===== config.mk =====
export PLATFORM = sky130hd
export DESIGN_NAME = pump_current_supervisor_top
export DESIGN_NICKNAME = d
export VERILOG_FILES = /design/src/hw/rtl/pcs_pkg.sv /design/src/hw/rtl/pump_current_supervisor_top.sv
export SDC_FILE = /design/constraint.sdc
export NUM_CORES = 1
export LEC_CHECK = 0
export ABC_AREA = 1
export BUFFER_PORTS_ARGS = -buffer_cell sky130_fd_sc_hd__buf_4
export CORE_MARGIN = 1
export CORE_UTILIZATION = 55
export DETAILED_ROUTE_END_ITERATION = 6
export PLACE_DENSITY = 0.73
export SLEW_MARGIN = 0
export SYNTH_ARGS = -nofsm -noshare
export SYNTH_HDL_FRONTEND = slang
export SYNTH_SLANG_ARGS = --single-unit

===== constraint.sdc =====
create_clock -name clk -period 7.03 [get_ports clk]
set_clock_uncertainty 0.1 [all_clocks]
set_input_delay 0.703 -clock clk [delete_from_list [all_inputs] [get_ports clk]]
set_output_delay 0.703 -clock clk [all_outputs]
set_load 0.01 [all_outputs]

===== src/hw/rtl/pcs_pkg.sv =====
package pcs_pkg;

	localparam int unsigned AdcW     = 10;
	localparam int unsigned TimeW    = 32;
	localparam int unsigned PpW      = 11;
	localparam int unsigned CountW   = 8;
	localparam int unsigned TmoW     = 21;
	localparam int unsigned CfgIdxW  = 2;
	localparam int unsigned CfgDataW = 21;
	localparam int unsigned InDataW  = 48;
	localparam int unsigned FuncW    = 3;
	localparam int unsigned OutDataW = 24;

	localparam logic [PpW-1:0]    PpThresholdReset = 11'd100;
	localparam logic [CountW-1:0] FailLimitReset   = 8'd3;
	localparam logic [CountW-1:0] CountMax         = 8'd255;

	typedef enum logic [CfgIdxW-1:0] {
		CFG_PP_THRESHOLD   = 2'd0,
		CFG_FAIL_LIMIT     = 2'd1,
		CFG_TIMEOUT_MANUAL = 2'd2,
		CFG_TIMEOUT_AUTO   = 2'd3
	} cfg_idx_t;

	typedef enum logic [FuncW-1:0] {
		FN_SAMPLE       = 3'd0,
		FN_TICK         = 3'd1,
		FN_MANUAL_START = 3'd2,
		FN_MANUAL_STOP  = 3'd3,
		FN_AUTO_START   = 3'd4,
		FN_AUTO_STOP    = 3'd5,
		FN_DISABLE      = 3'd6,
		FN_ENABLE       = 3'd7
	} func_t;

	typedef enum logic [2:0] {
		EV_NONE     = 3'd0,
		EV_STARTED  = 3'd1,
		EV_STOPPED  = 3'd2,
		EV_EMERG    = 3'd3,
		EV_DISABLED = 3'd4,
		EV_ENABLED  = 3'd5
	} event_t;

	typedef enum logic [2:0] {
		ERR_NONE       = 3'd0,
		ERR_TIMEOUT    = 3'd1,
		ERR_NO_CURRENT = 3'd2,
		ERR_STRAY      = 3'd3,
		ERR_DISABLED   = 3'd4
	} error_t;

	typedef struct packed {
		logic [PpW-1:0] peak_to_peak;
		error_t         error;
		event_t         event_res;
		logic           system_disabled;
		logic           pump_on;
	} result_t;

endpackage


===== src/hw/rtl/pump_current_supervisor_top.sv =====
// Pump current supervisor.
// Input stream (s_*): one command or measurement per transfer. s_tuser carries
// the command code (sample, second tick, manual/auto start and stop, disable,
// enable); s_tdata carries the ADC reading and the clock seconds.
// Output stream (m_*): exactly one result per input transfer, in order, with
// relay states, event code, error code and the window peak-to-peak on ticks.
// Configuration: write cfg_wdata to register cfg_index while cfg_we is high;
// 0 peak-to-peak threshold, 1 fault limit, 2 manual and 3 auto run timeout.
// The result passes the input register, then the result register. Throughput:
// one item per cycle while the receiver takes results, set by the single
// pass of compare-and-update logic between the two registers.
// Reset clears the relays, fault counters, window and both stream stages and
// loads the register defaults (threshold 100, limit 3, timeouts disabled).
// When the receiver stalls, the result register holds; one more item waits
// in the input register and s_tready drops until the result is taken.
module pump_current_supervisor_top (
	input  logic                          clk,
	input  logic                          arst_n,
	input  logic                          s_tvalid,
	output logic                          s_tready,
	// adc_sample [9:0], now_seconds [41:10], zero fill [47:42]
	input  logic [pcs_pkg::InDataW-1:0]   s_tdata,
	// func [2:0]
	input  logic [pcs_pkg::FuncW-1:0]     s_tuser,
	output logic                          m_tvalid,
	input  logic                          m_tready,
	// pump_on [0], system_disabled [1], event_res [4:2], error [7:5],
	// peak_to_peak [18:8], zero fill [23:19]
	output logic [pcs_pkg::OutDataW-1:0]  m_tdata,
	input  logic                          cfg_we,
	input  logic [pcs_pkg::CfgIdxW-1:0]   cfg_index,
	input  logic [pcs_pkg::CfgDataW-1:0]  cfg_wdata
);
	import pcs_pkg::*;

	logic [PpW-1:0]    pp_threshold_q;
	logic [CountW-1:0] fail_limit_q;
	logic [TmoW-1:0]   tmo_manual_q;
	logic [TmoW-1:0]   tmo_auto_q;

	logic              valid_s1;
	func_t             func_s1;
	logic [AdcW-1:0]   adc_s1;
	logic [TimeW-1:0]  now_s1;

	logic              running_q, disabled_q, manual_q, alarm_q;
	logic [TimeW-1:0]  start_q;
	logic signed [PpW-1:0] wmax_q, wmin_q;
	logic [CountW-1:0] nc_q, stray_q, dc_q;

	logic              nx_running, nx_disabled, nx_manual, nx_alarm;
	logic [TimeW-1:0]  nx_start;
	logic signed [PpW-1:0] nx_wmax, nx_wmin;
	logic [CountW-1:0] nx_nc, nx_stray, nx_dc;

	logic              m_valid_q;
	result_t           res_q, res;
	logic              adv;
	logic signed [PpW-1:0] centred;
	logic [TmoW-1:0]   tmo_lim;
	logic [TimeW-1:0]  elapsed;
	logic              tmo_hit;
	logic [PpW-1:0]    pp_w;
	event_t            ev;
	error_t            err;

	function automatic logic [CountW-1:0] bump(input logic [CountW-1:0] c);
		return (c == CountMax) ? c : c + CountW'(1);
	endfunction

	assign adv      = valid_s1 && (!m_valid_q || m_tready);
	assign s_tready = !valid_s1 || adv;
	assign m_tvalid = m_valid_q;
	assign m_tdata  = {(OutDataW - $bits(result_t))'(0), res_q};

	always_ff @(posedge clk or negedge arst_n) begin
		if (!arst_n) begin
			pp_threshold_q <= PpThresholdReset;
			fail_limit_q   <= FailLimitReset;
			tmo_manual_q   <= '1;
			tmo_auto_q     <= '1;
		end else if (cfg_we) begin
			unique case (cfg_idx_t'(cfg_index))
				CFG_PP_THRESHOLD:   pp_threshold_q <= cfg_wdata[PpW-1:0];
				CFG_FAIL_LIMIT:     fail_limit_q   <= cfg_wdata[CountW-1:0];
				CFG_TIMEOUT_MANUAL: tmo_manual_q   <= cfg_wdata[TmoW-1:0];
				CFG_TIMEOUT_AUTO:   tmo_auto_q     <= cfg_wdata[TmoW-1:0];
				default: ;
			endcase
		end
	end

	always_ff @(posedge clk or negedge arst_n) begin
		if (!arst_n) begin
			valid_s1 <= 1'b0;
		end else if (s_tready) begin
			valid_s1 <= s_tvalid;
		end
	end

	always_ff @(posedge clk) begin
		if (s_tready && s_tvalid) begin
			func_s1 <= func_t'(s_tuser);
			adc_s1  <= s_tdata[AdcW-1:0];
			now_s1  <= s_tdata[AdcW +: TimeW];
		end
	end

	assign centred = {~adc_s1[AdcW-1], adc_s1[AdcW-2:0], 1'b1};
	assign tmo_lim = manual_q ? tmo_manual_q : tmo_auto_q;
	assign elapsed = now_s1 - start_q;
	assign tmo_hit = !disabled_q && running_q && !tmo_lim[TmoW-1]
		&& (elapsed > {(TimeW - TmoW)'(0), tmo_lim});
	assign pp_w    = PpW'(wmax_q - wmin_q);

	always_comb begin
		nx_running  = running_q;
		nx_disabled = disabled_q;
		nx_manual   = manual_q;
		nx_alarm    = alarm_q;
		nx_start    = start_q;
		nx_wmax     = wmax_q;
		nx_wmin     = wmin_q;
		nx_nc       = nc_q;
		nx_stray    = stray_q;
		nx_dc       = dc_q;
		ev          = EV_NONE;
		err         = ERR_NONE;
		res.peak_to_peak = '0;

		if ((func_s1 == FN_SAMPLE || func_s1 == FN_TICK) && tmo_hit) begin
			nx_disabled = 1'b1;
			nx_running  = 1'b0;
			ev          = EV_EMERG;
			err         = ERR_TIMEOUT;
		end

		unique case (func_s1)
			FN_SAMPLE: begin
				if (centred > wmax_q) nx_wmax = centred;
				if (centred < wmin_q) nx_wmin = centred;
			end
			FN_TICK: begin
				res.peak_to_peak = pp_w;
				if (!nx_disabled) begin
					nx_alarm = 1'b0;
					if (nx_running)
						nx_nc = (pp_w < pp_threshold_q) ? bump(nc_q) : '0;
					else
						nx_stray = (pp_w > pp_threshold_q) ? bump(stray_q) : '0;
					if (nx_nc > fail_limit_q) begin
						nx_disabled = 1'b1;
						nx_running  = 1'b0;
						nx_nc       = '0;
						if (ev == EV_NONE) ev = EV_DISABLED;
						if (err == ERR_NONE) err = ERR_NO_CURRENT;
					end
					if (nx_stray > fail_limit_q) begin
						nx_stray = '0;
						if (err == ERR_NONE) err = ERR_STRAY;
					end
				end else if (!alarm_q) begin
					nx_dc = (pp_w > pp_threshold_q) ? bump(dc_q) : '0;
					if (nx_dc > fail_limit_q) begin
						nx_dc    = '0;
						nx_alarm = 1'b1;
						if (err == ERR_NONE) err = ERR_DISABLED;
					end
				end
				nx_wmax = '0;
				nx_wmin = '0;
			end
			FN_MANUAL_START, FN_AUTO_START: begin
				if (!disabled_q && !running_q) begin
					nx_running = 1'b1;
					nx_manual  = (func_s1 == FN_MANUAL_START);
					nx_start   = now_s1;
					ev         = EV_STARTED;
				end
			end
			FN_MANUAL_STOP, FN_AUTO_STOP: begin
				if (!disabled_q && running_q) begin
					nx_running = 1'b0;
					ev         = EV_STOPPED;
				end
			end
			FN_DISABLE: begin
				nx_disabled = 1'b1;
				nx_running  = 1'b0;
				ev          = EV_DISABLED;
			end
			FN_ENABLE: begin
				nx_disabled = 1'b0;
				ev          = EV_ENABLED;
			end
			default: ;
		endcase

		res.pump_on         = nx_running;
		res.system_disabled = nx_disabled;
		res.event_res       = ev;
		res.error           = err;
	end

	always_ff @(posedge clk or negedge arst_n) begin
		if (!arst_n) begin
			running_q  <= 1'b0;
			disabled_q <= 1'b0;
			manual_q   <= 1'b0;
			alarm_q    <= 1'b0;
			start_q    <= '0;
			wmax_q     <= '0;
			wmin_q     <= '0;
			nc_q       <= '0;
			stray_q    <= '0;
			dc_q       <= '0;
			m_valid_q  <= 1'b0;
		end else if (adv) begin
			running_q  <= nx_running;
			disabled_q <= nx_disabled;
			manual_q   <= nx_manual;
			alarm_q    <= nx_alarm;
			start_q    <= nx_start;
			wmax_q     <= nx_wmax;
			wmin_q     <= nx_wmin;
			nc_q       <= nx_nc;
			stray_q    <= nx_stray;
			dc_q       <= nx_dc;
			m_valid_q  <= 1'b1;
		end else if (m_tready) begin
			m_valid_q  <= 1'b0;
		end
	end

	always_ff @(posedge clk) begin
		if (adv) res_q <= res;
	end

endmodule


==> out/qor.yml, run 1 <==
sta:
  slew-limit-headroom_pct: 29.5
  layout_min_cycle_time_ns: 6.14
  setup_ws_ns: 0.892
  slew_violations: 0
  finalSetupViolCount: 0
  hold_viol: 0
  grt_setup_unrepaired: "false"
  fmax_ghz: 0.163
  worst_pin_slew_ns: 1.06
  post-route-period-util_pct: 87.3
  fin_setup_tns_ns: 0
cts:
  worst_skew_pair.late_latency_ns: 0.51
  clockRootBuffer: "clkbuf_16"
  cts_resized: 0
  cts_tree: "done"
  cts_max_path_buffers: 3
  clk_pin_slew_ns: 0.06
  holdBufCountCts: 0
  cts_buffers: 23
  post-cts-setup-buffers: 0
  cts.sinks: 209
  h-tree-depth: 1
synth:
  synth_top_area_share_pct: 18.6
  syn_area_mm2: 0.0132
  netlist_instances: 1669
  syn_avg_cell_area_um2: 7.91
  synth-main-ff-cell: "dfrtp_1"
  ys_warn_count: 0
  synth_area_leaders: "dfrtp_1 (19%), edfxtp_1 (15%), nand2_1 (14%), ha_1 (11%), dfstp_2 (9.3%)"
  synth_async_sr_flop_share_pct: 69.4
  synth_edf_count: 64
  yosysTopAreaCell: "dfrtp_1"
  ys_ff_latch: 209
  ys_types: 45
  ys_seq_area_share_pct: 42.5
global_routing:
  grt_max_degree: 75
  grt_pass1_wl_mm: 50.1
  antenna_found_initial: 0
  grt_use_total_pct: 25.5
  grt_pass1_vias: 10422
  overflow: 0
worst_setup_path:
  path_max_fanout: 29
  crit_required_ns: 7.36
  cp.arrival_ns: 6.47
  slowest_delay_ns: 0.44
  critical_path_class: "reg -> reg"
  r2r-start: "now_s1[6]"
  cpMostUsedCell: "nand2_1"
  cp-start-kind: "flip-flop"
  slowest_stage: "nand2_2"
  endpoint_kind: "flip-flop"
  worstSetupStartpoint: "now_s1[6]"
status:
  status: "finished clean"
die:
  io_pins: 105
  rows: 56
  die-width_um: 157
  initial_core_util_pct: 56.1
  core_mm2: 0.0235
  die-height_um: 157
  dieArea_mm2: 0.0246
detailed_routing:
  vias_per_cell: 5.23
  wl_mm: 30.2
  topRoutingLayerUsed: "met4"
  wl_per_cell_um: 14.4
  met3_length_mm: 1.72
  first_pass_iters: 6
  drcViolationCount: 0
  wl_met2_mm: 13.2
  vias: 10954
  drt_iter0_drc: 804
  wl_met1_mm: 14.6
  drtAntennaViolNets: 0
layout:
  multi_input_area_mm2: 0.00639
  syn_to_final_growth_pct: 13.4
  drive_gt1_share_pct: 11.9
  layout.nets: 1959
  layout_common_cells: "nand2_1 (485), inv_1 (277), o21ai_0 (131)"
  layout_commonest_cell: "nand2_1"
  diodes: 0
  regArea_mm2: 0.00561
  nFillCells: 2087
pwr:
  p_leak_nw: 7.57
  p_total_mw: 6.76
  pwr_density_cell_mw_per_mm2: 451
  ir_drop_mv: 0.280
placement:
  preCtsSetupSlack_ns: 0.766
  globalplace.congestion: 0.943
  dp_hpwl_mm: 22.5
  port_buffers: 93
min_path:
  hp-class: "in -> async"
flow_run:
  maxCapViolCount: 0
cell families after synthesis:
group / count (synthesis) / share of synthesized area, %
fa+ha+maj: 121 / 11.6
other cells: 1 / 0.0284
buf+inv: 319 / 9.40
simple gates: 686 / 21.1
flops: 209 / 42.5
xor+xnor: 44 / 2.92
mux: 21 / 1.59
compound gates: 268 / 10.9
path summary, 6_finish.rpt:
kind	end	slack (ns)	depth (start not counted)
min in group clk	now_s1[26]	0.26	1
min	start_q[27]	0.10	1
max reg2reg	nc_q[5]	0.89	32
max in group asynchronous	nc_q[3]	5.29	2
min reg2reg	wmin_q[7]	0.39	2
max	nc_q[5]	0.89	32
final cells by class:
class	count	area share [%]
multi-input cells	1145	42.6
flip-flops and latches	209	37.4
inverters	282	7.07
repair buffers	98	4.94
clock buffers	29	4.48
well taps	319	2.66
clock inverters	12	0.777
metrics by stage:
stage               cells  utilization [%]  instance area (um^2)  hold slack (ns)
finish               2094             63.6                 15000            0.103
floorplan            1673                -                 13200            0.307
global route         2094             63.6                 15000            0.138
CTS                  2094             63.6                 15000            0.120
detailed placement   2053             60.3                 14200            0.374
global placement     2053             60.3                 14200            0.367
synth_stat cells (3+ instances only):
master / instances
a211oi_1: 6
a21oi_1: 67
a31oi_1: 8
buf_4: 5
buf_6: 3
clkbuf_1: 25
dfrtp_1: 98
dfstp_2: 47
edfxtp_1: 64
ha_1: 119
inv_1: 278
inv_2: 4
mux2i_1: 21
nand2_1: 485
nand3_1: 60
nand3_2: 4
nand3b_1: 4
nand4_1: 13
nor2_1: 91
nor2_2: 11
nor3_1: 8
o2111ai_1: 3
o211ai_1: 4
o21ai_0: 131
o21ai_1: 34
o21bai_1: 5
o31ai_1: 3
or2_2: 3
xnor2_1: 11
xor2_1: 33
routing by layer:
layer	track usage [%]	vias to the layer above
met2	39.7	287
met5	0	-
met4	6.30	0
met1	37.2	5081
met3	3.69	45
li1	-	5541
sequential cells by signal (all words and copies together), names as in the netlist:
signal	cells
nc_q	8
tmo_manual_q	21
adc_s1	10
pp_threshold_q	11
now_s1	32
alarm_q	1
wmin_q	11
fail_limit_q	8
dc_q	8
func_s1	3
m_tvalid	1
start_q	32
disabled_q	1
stray_q	8
tmo_auto_q	21
wmax_q	11
valid_s1	1
running_q	1
m_tdata	19
manual_q	1
worst max-delay path: cells and delay by family (launching register included):
| family | cells | cell delay [ns] |
|---|---|---|
| simple gates | 16 | 1.90 |
| compound gates | 9 | 2.22 |
| xor+xnor | 1 | 0.15 |
| flops | 1 | 0.41 |
| buf+inv | 3 | 0.23 |
| fa+ha+maj | 3 | 1.03 |
power by group:
part,switching [mW],internal [mW]
registers,0.189,1.59
logic,2.37,1.36
clock network,0.494,0.749
total,3.05,3.71
No activity file was read; power rests on OpenSTA's default activity.
==> run 2, diff against run 1 <==
--- a/config.mk
+++ b/config.mk
@@ -6,11 +6,11 @@
 export NUM_CORES = 1
 export LEC_CHECK = 0
 export ABC_AREA = 1
-export BUFFER_PORTS_ARGS = -buffer_cell sky130_fd_sc_hd__buf_4
+export BUFFER_PORTS_ARGS = -buffer_cell sky130_fd_sc_hd__buf_2
 export CORE_MARGIN = 1
 export CORE_UTILIZATION = 55
 export DETAILED_ROUTE_END_ITERATION = 6
-export PLACE_DENSITY = 0.73
+export PLACE_DENSITY = 0.74
 export SLEW_MARGIN = 0
 export SYNTH_ARGS = -nofsm -noshare
 export SYNTH_HDL_FRONTEND = slang
==> constraint.sdc (replaced) <==
create_clock -name clk -period 6 [get_ports clk]
set_clock_uncertainty 0.1 [all_clocks]
set_input_delay 0.6 -clock clk [delete_from_list [all_inputs] [get_ports clk]]
set_output_delay 0.6 -clock clk [all_outputs]
set_load 0.01 [all_outputs]
==> out/qor.yml, run 2 (same netlist as run 1, synthesis figures left out) <==
pwr:
  ir_drop_mv: 0.292  # +4.1%
  pwr_density_cell_mw_per_mm2: 555  # +23%
  p_total_mw: 8.31  # +23%
  p_leak_nw: 7.58  # +0.12%
layout:
  layout_commonest_cell: "nand2_1"
  layout.nets: 1971  # +0.61%
  layout_common_cells: "nand2_1 (483), inv_1 (276), o21ai_0 (130)"
  diodes: 0  # unchanged
  syn_to_final_growth_pct: 13.3  # about the same
  largest_registers: "now_s1 x32, start_q x32"
  drive_gt1_share_pct: 12.8  # +0.81 points
min_path:
  worstHoldEndpoint: "now_s1[20]"
  hold_depth: 1
  hold_path_startpoint: "s_tdata[30]"
  hp-class: "in -> reg"
worst_setup_path:
  slowest_stage: "dfrtp_1"
  timing.rr.end: "nc_q[2]"
  r2r-start: "wmax_q[0]"
  slowest_delay_ns: 0.39  # -0.05 ns
  critical_path_class: "reg -> reg"
  cp.arrival_ns: 5.91  # -0.56 ns
  r2r_slack_ns: 0.45  # -0.44 ns
  crit_required_ns: 6.36  # -1.00 ns
  cpMostUsedCell: "nand2_1"
  path_max_fanout: 7  # -76%
  rr_worst_depth: 36  # +13%
  cp-start-kind: "flip-flop"
  endpoint_kind: "flip-flop"
placement:
  globalplace.congestion: 0.956  # +1.4%
  port_buffers: 93  # unchanged
  preCtsSetupSlack_ns: 0.310  # -0.455 ns
  dp_hpwl_mm: 22.8  # +1.6%
detailed_routing:
  wl_per_cell_um: 14.4  # -0.27%
  wl_mm: 30.3  # +0.35%
  drt_iter0_drc: 704  # -12%
  vias_per_cell: 5.23  # -0.11%
  vias: 11010  # +0.51%
  drtAntennaViolNets: 0  # unchanged
  drcViolationCount: 0  # unchanged
  first_pass_iters: 5  # -1
die:
  rows: 56  # unchanged
  die-width_um: 157  # unchanged
  dieArea_mm2: 0.0246  # unchanged
  die-height_um: 157  # unchanged
  core_mm2: 0.0235  # unchanged
  io_pins: 105  # unchanged
  initial_core_util_pct: 56.1  # unchanged
cts:
  h-tree-depth: 1  # unchanged
  cts_max_path_buffers: 3  # unchanged
  cts.sinks: 209  # unchanged
  clk_pin_slew_ns: 0.07  # about the same
  worst_skew_pair.late_latency_ns: 0.54  # +0.03 ns
  cts_tree: "done"
  clockRootBuffer: "clkbuf_16"
  cts_buffers: 23  # unchanged
sta:
  slew_violations: 0  # unchanged
  layout_min_cycle_time_ns: 5.55  # -0.588 ns
  whs_ns: 0.139  # +0.0355 ns
  fin_setup_tns_ns: 0  # unchanged
  worst_pin_slew_ns: 1.02  # -0.0425 ns
  finalSetupViolCount: 0  # unchanged
  post-route-period-util_pct: 92.5  # +5.2 points
  setup_ws_ns: 0.450  # -0.442 ns
  slew-limit-headroom_pct: 32.3  # +2.8 points
  grt_setup_unrepaired: "false"
  hold_viol: 0  # unchanged
  fmax_ghz: 0.180  # +11%
global_routing:
  grt_use_total_pct: 25.5  # about the same
  grt_max_degree: 65  # -13%
  grt_pass1_vias: 10426  # +0.038%
  grt_pass1_wl_mm: 50.0  # about the same
  overflow: 0  # unchanged
  antenna_found_initial: 0  # unchanged
status:
  status: "finished clean"
flow_run:
  maxCapViolCount: 0  # unchanged
## run 2: cell count changes in the layout (fill, tap and decap cells not counted), moves of 2 or more
| cell | change |
|---|---|
| buf_2 | +92 |
| buf_4 | -83 |
| bufinv_16 | +3 |
| clkbuf_1 | +2 |
| clkinv_2 | -2 |
| nand2_1 | -2 |
| nand2_2 | +2 |
## run 2: worst max path at each step
| stage | depth (start not counted) | end | start | slack (ns) |
|---|---|---|---|---|
| 2_1_floorplan | 32 | alarm_q | wmax_q[0] | 1.14 |
| 3_3_place_gp | 34 | nc_q[7] | wmax_q[0] | 0.45 |
| 3_5_place_dp | 34 | nc_q[2] | wmax_q[0] | 0.31 |
| 4_1_cts | 36 | nc_q[7] | wmax_q[0] | 0.25 |
| 5_1_grt | 33 | nc_q[2] | now_s1[8] | 0.01 |
| 6_report | 36 | nc_q[2] | wmax_q[0] | 0.45 |
## run 2: power by group
part	internal (mW)	switching (mW)
registers	1.87	0.208
logic	1.74	2.90
clock network	0.999	0.596
total	4.61	3.70
## run 2: final cells by class
| type | count | area, um^2 |
|---|---|---|
| multi-input combinational | 1145 | 6420 |
| tap | 319 | 399 |
| clock buffer | 30 | 664 |
| sequential | 209 | 5610 |
| timing repair buffer | 110 | 618 |
| inverter | 282 | 1060 |
| clock inverter | 12 | 199 |
| fill | 2047 | 8570 |
## run 2: through the flow
step	util (%)	area, um^2	std cells
after floorplan	-	13200	1673
after detailed placement	59.7	14000	2063
final	63.6	15000	2107
after global placement	59.7	14000	2063
after global routing	63.6	15000	2107
after CTS	63.4	14900	2106
## run 2: critical path: cells and delay by family (launching register included)
| family | cells | cell delay [ns] |
|---|---|---|
| compound gates | 13 | 1.80 |
| xor+xnor | 1 | 0.11 |
| fa+ha+maj | 4 | 1.16 |
| buf+inv | 7 | 0.77 |
| flops | 1 | 0.39 |
| simple gates | 11 | 1.10 |
## run 2: what timing repair did
action,CTS,global route
resized for setup,0,10
endpoints found under the hold margin,25,0
setup buffers,0,1
hold buffers,1,0
setup endpoints to repair,0,23
## run 2: routing by layer
metal	share of wire [%]	wire, um	global-route usage (%)	up-vias
met5	0	0	0	-
met3	5.7	1750	3.30	41
met1	48	14400	36.8	5135
li1	-	-	-	5555
met4	1.8	548	6.68	0
met2	45	13600	40.4	279
==> run 3, diff against run 2 <==
--- a/config.mk
+++ b/config.mk
@@ -5,10 +5,10 @@
 export SDC_FILE = /design/constraint.sdc
 export NUM_CORES = 1
 export LEC_CHECK = 0
-export ABC_AREA = 1
 export BUFFER_PORTS_ARGS = -buffer_cell sky130_fd_sc_hd__buf_2
 export CORE_MARGIN = 1
 export CORE_UTILIZATION = 55
+export CTS_BUF_LIST = sky130_fd_sc_hd__clkbuf_8
 export DETAILED_ROUTE_END_ITERATION = 6
 export PLACE_DENSITY = 0.74
 export SLEW_MARGIN = 0
==> out/qor.yml, run 3 <==
synth:
  post-synth-top-count-cell: "ha_1"
  ys_types: 75  # +67%
  synth_async_sr_flop_share_pct: 69.4  # unchanged
  ys_seq_area_share_pct: 43.1  # +0.67 points
  synth_commonest_cells: "ha_1 (119), nand2_1 (105), inv_1 (100)"
  synth-main-ff-cell: "dfrtp_1"
  yosysTopAreaCell: "dfrtp_1"
  synth_edf_count: 64  # unchanged
  ys_warn_count: 0  # unchanged
  ys_ff_latch: 209  # unchanged
  synth_top_area_share_pct: 18.9  # +0.29 points
  syn_avg_cell_area_um2: 10.3  # +30%
  netlist_instances: 1267  # -24%
  synth_area_leaders: "dfrtp_1 (19%), edfxtp_1 (15%), ha_1 (11%), dfstp_2 (9.5%), mux2_2 (7.5%)"
  syn_area_mm2: 0.0130  # -1.6%
layout:
  layout_commonest_cell: "buf_4"
  drive_gt1_share_pct: 31.5  # +19 points
  syn_to_final_growth_pct: 22.0
  layout.nets: 1685  # -15%
  nFillCells: 1754  # -14%
  post-route-cell-area_mm2: 0.0159  # +5.9%
  largest_registers: "now_s1 x32, start_q x32"
  final_util_pct: 69.2  # +5.6 points
  diodes: 0  # unchanged
  layout_common_cells: "buf_4 (120), inv_1 (116), ha_1 (115)"
worst_setup_path:
  slowest_delay_ns: 0.47  # +0.08 ns
  cp-start-kind: "flip-flop"
  critical_path_class: "reg -> reg"
  slowest_stage: "o31a_1"
  rr_worst_depth: 32  # -11%
  r2r-start: "now_s1[0]"
  path_max_fanout: 8  # +1
  endpoint_kind: "flip-flop"
  timing.rr.end: "stray_q[2]"
  cp.arrival_ns: 7.07  # +1.16 ns
  crit_required_ns: 6.36  # about the same
  r2r_slack_ns: -0.71  # -1.16 ns
detailed_routing:
  vias: 10578  # -3.9%
  drcViolationCount: 1  # +1
  first_pass_iters: 7  # +2
  wl_mm: 32.0  # +5.4%
  vias_per_cell: 5.79  # +11%
  wl_per_cell_um: 17.5  # +22%
  drtAntennaViolNets: 0  # unchanged
  drt_iter0_drc: 619  # -12%
global_routing:
  antenna_found_initial: 0  # unchanged
  grt_use_total_pct: 26.7  # +1.2 points
  grt_pass1_wl_mm: 51.5  # +3.0%
  grt_pass1_vias: 10418  # -0.077%
  overflow: 0  # unchanged
  grt_max_degree: 88  # +35%
die:
  io_pins: 105  # unchanged
  core_mm2: 0.0229  # -2.7%
  initial_core_util_pct: 56.7  # +0.64 points
  dieArea_mm2: 0.0243  # -1.5%
  die-width_um: 156  # -0.77%
  die-height_um: 156  # -0.77%
  rows: 55  # -1.8%
cts:
  cts_tree: "done"
  cts_max_path_buffers: 3  # unchanged
  worst_skew_pair.late_latency_ns: 0.56  # +0.02 ns
  holdBufCountCts: 0  # -1
  clockRootBuffer: "clkbuf_8"
  clk_pin_slew_ns: 0.06  # about the same
  h-tree-depth: 2  # +1
  cts_buffers: 37  # +61%
  cts.sinks: 209  # unchanged
flow_run:
  maxCapViolCount: 0  # unchanged
sta:
  fmax_ghz: 0.149  # -17%
  finalSetupViolCount: 23  # +23
  post-route-period-util_pct: 112  # +19 points
  slew-limit-headroom_pct: 24.2  # -8.1 points
  layout_min_cycle_time_ns: 6.71  # +1.16 ns
  setup_ws_ns: -0.710  # -1.16 ns
  worst_pin_slew_ns: 1.14  # +0.122 ns
  grt_setup_unrepaired: "true"
  hold_viol: 0  # unchanged
  slew_violations: 0  # unchanged
status:
  violations: "DRC, setup timing"
  status: "complete, but fails checks"
pwr:
  ir_drop_mv: 0.369  # +27%
  pwr_density_cell_mw_per_mm2: 553  # -0.42%
  p_leak_nw: 7.27  # -4.1%
placement:
  port_buffers: 93  # unchanged
  dp_hpwl_mm: 23.2  # +1.6%
  preCtsSetupSlack_ns: -0.702  # -1.01 ns
  placed_cell_area_mm2: 0.0146  # +3.9%
  globalplace.congestion: 0.925  # -3.3%
min_path:
  hp-class: "in -> async"
## run 3: cell count changes after synthesis, moves of 21 or more
cell / change
and3_1: +28
mux2_2: +87
nand3_1: -27
nand2_1: -380
o21ai_0: -74
mux2i_1: +21
a21o_1: +29
inv_1: -178
nor2_1: -38
o21ai_1: -24
## run 3: repair_timing
| action | CTS | global route |
|---|---|---|
| setup endpoints to repair | 33 | 33 |
| gates cloned | 0 | 2 |
| setup buffers | 6 | 10 |
| resized for setup | 16 | 61 |
| pin swaps | 10 | 26 |
## run 3: worst max-delay path by stage
| stage | startpoint | end | slack [ns] | cells after the start |
|---|---|---|---|---|
| final | now_s1[0] | stray_q[2] | -0.71 | 32 |
| after CTS | now_s1[0] | running_q | -0.64 | 34 |
| after global routing | now_s1[0] | running_q | -1.01 | 34 |
| after global placement | now_s1[0] | disabled_q | -0.56 | 32 |
| after floorplan | now_s1[0] | disabled_q | -0.43 | 35 |
| after detailed placement | now_s1[0] | disabled_q | -0.70 | 32 |
## run 3: metrics by stage
stage          hold slack (ns)  TNS (ns)  total power [mW]  std cells
5_1_grt                 0.0871    -19.25              9.42       1826
4_1_cts                 0.0366    -10.78              8.32       1814
3_3_place_gp             0.371     -9.18              6.64       1742
3_5_place_dp             0.388    -12.28              6.79       1742
2_1_floorplan            0.204     -3.43              5.13       1271
6_report                0.0298    -12.44              8.77       1826
## run 3: area by class of cell
cell class	count	area, um^2	area share [%]
Multi-Input combinational cell	915	7220	45.5
Sequential cell	209	5610	35.4
Timing Repair Buffer	222	1520	9.57
Clock buffer	39	537	3.38
Tap cell	313	392	2.47
Inverter	100	375	2.37
Clock inverter	28	210	1.33
## run 3: logic make-up after synthesis
family | after synthesis | synth area share (%)
and+or+nand+nor | 328 | 12.5
AOI/OAI and AO/OA | 295 | 14.8
DFF | 209 | 43.1
buffers and inverters | 148 | 4.53
muxes | 129 | 10.8
adders and majority gates | 121 | 11.8
xor gates and xnor gates | 36 | 2.42
other | 1 | 0.0288
## run 3: worst max-delay path, delay by kind of cell, from the launching register on
family / cells / cell delay, ns
buffers and inverters: 3 / 0.26
XOR/XNOR: 1 / 0.09
flip-flops: 1 / 0.38
AND/OR/NAND/NOR: 8 / 1.41
adder cells (fa/ha/maj): 4 / 1.10
AO/OA/AOI/OAI: 16 / 3.31
## run 3: where the power goes
group,internal (mW),switching [mW],leakage [nW]
logic,2.53,2.83,4.50
registers,1.85,0.211,2.33
clock network,0.740,0.602,0.440
total,5.12,3.65,7.27
## run 3: layer usage
metal	vias up	routed length, um	track usage, %
li1	5067	-	-
met1	5103	14700	37.4
met2	348	14500	42.1
met3	60	2030	4.83
met4	0	744	8.36
met5	-	0	0
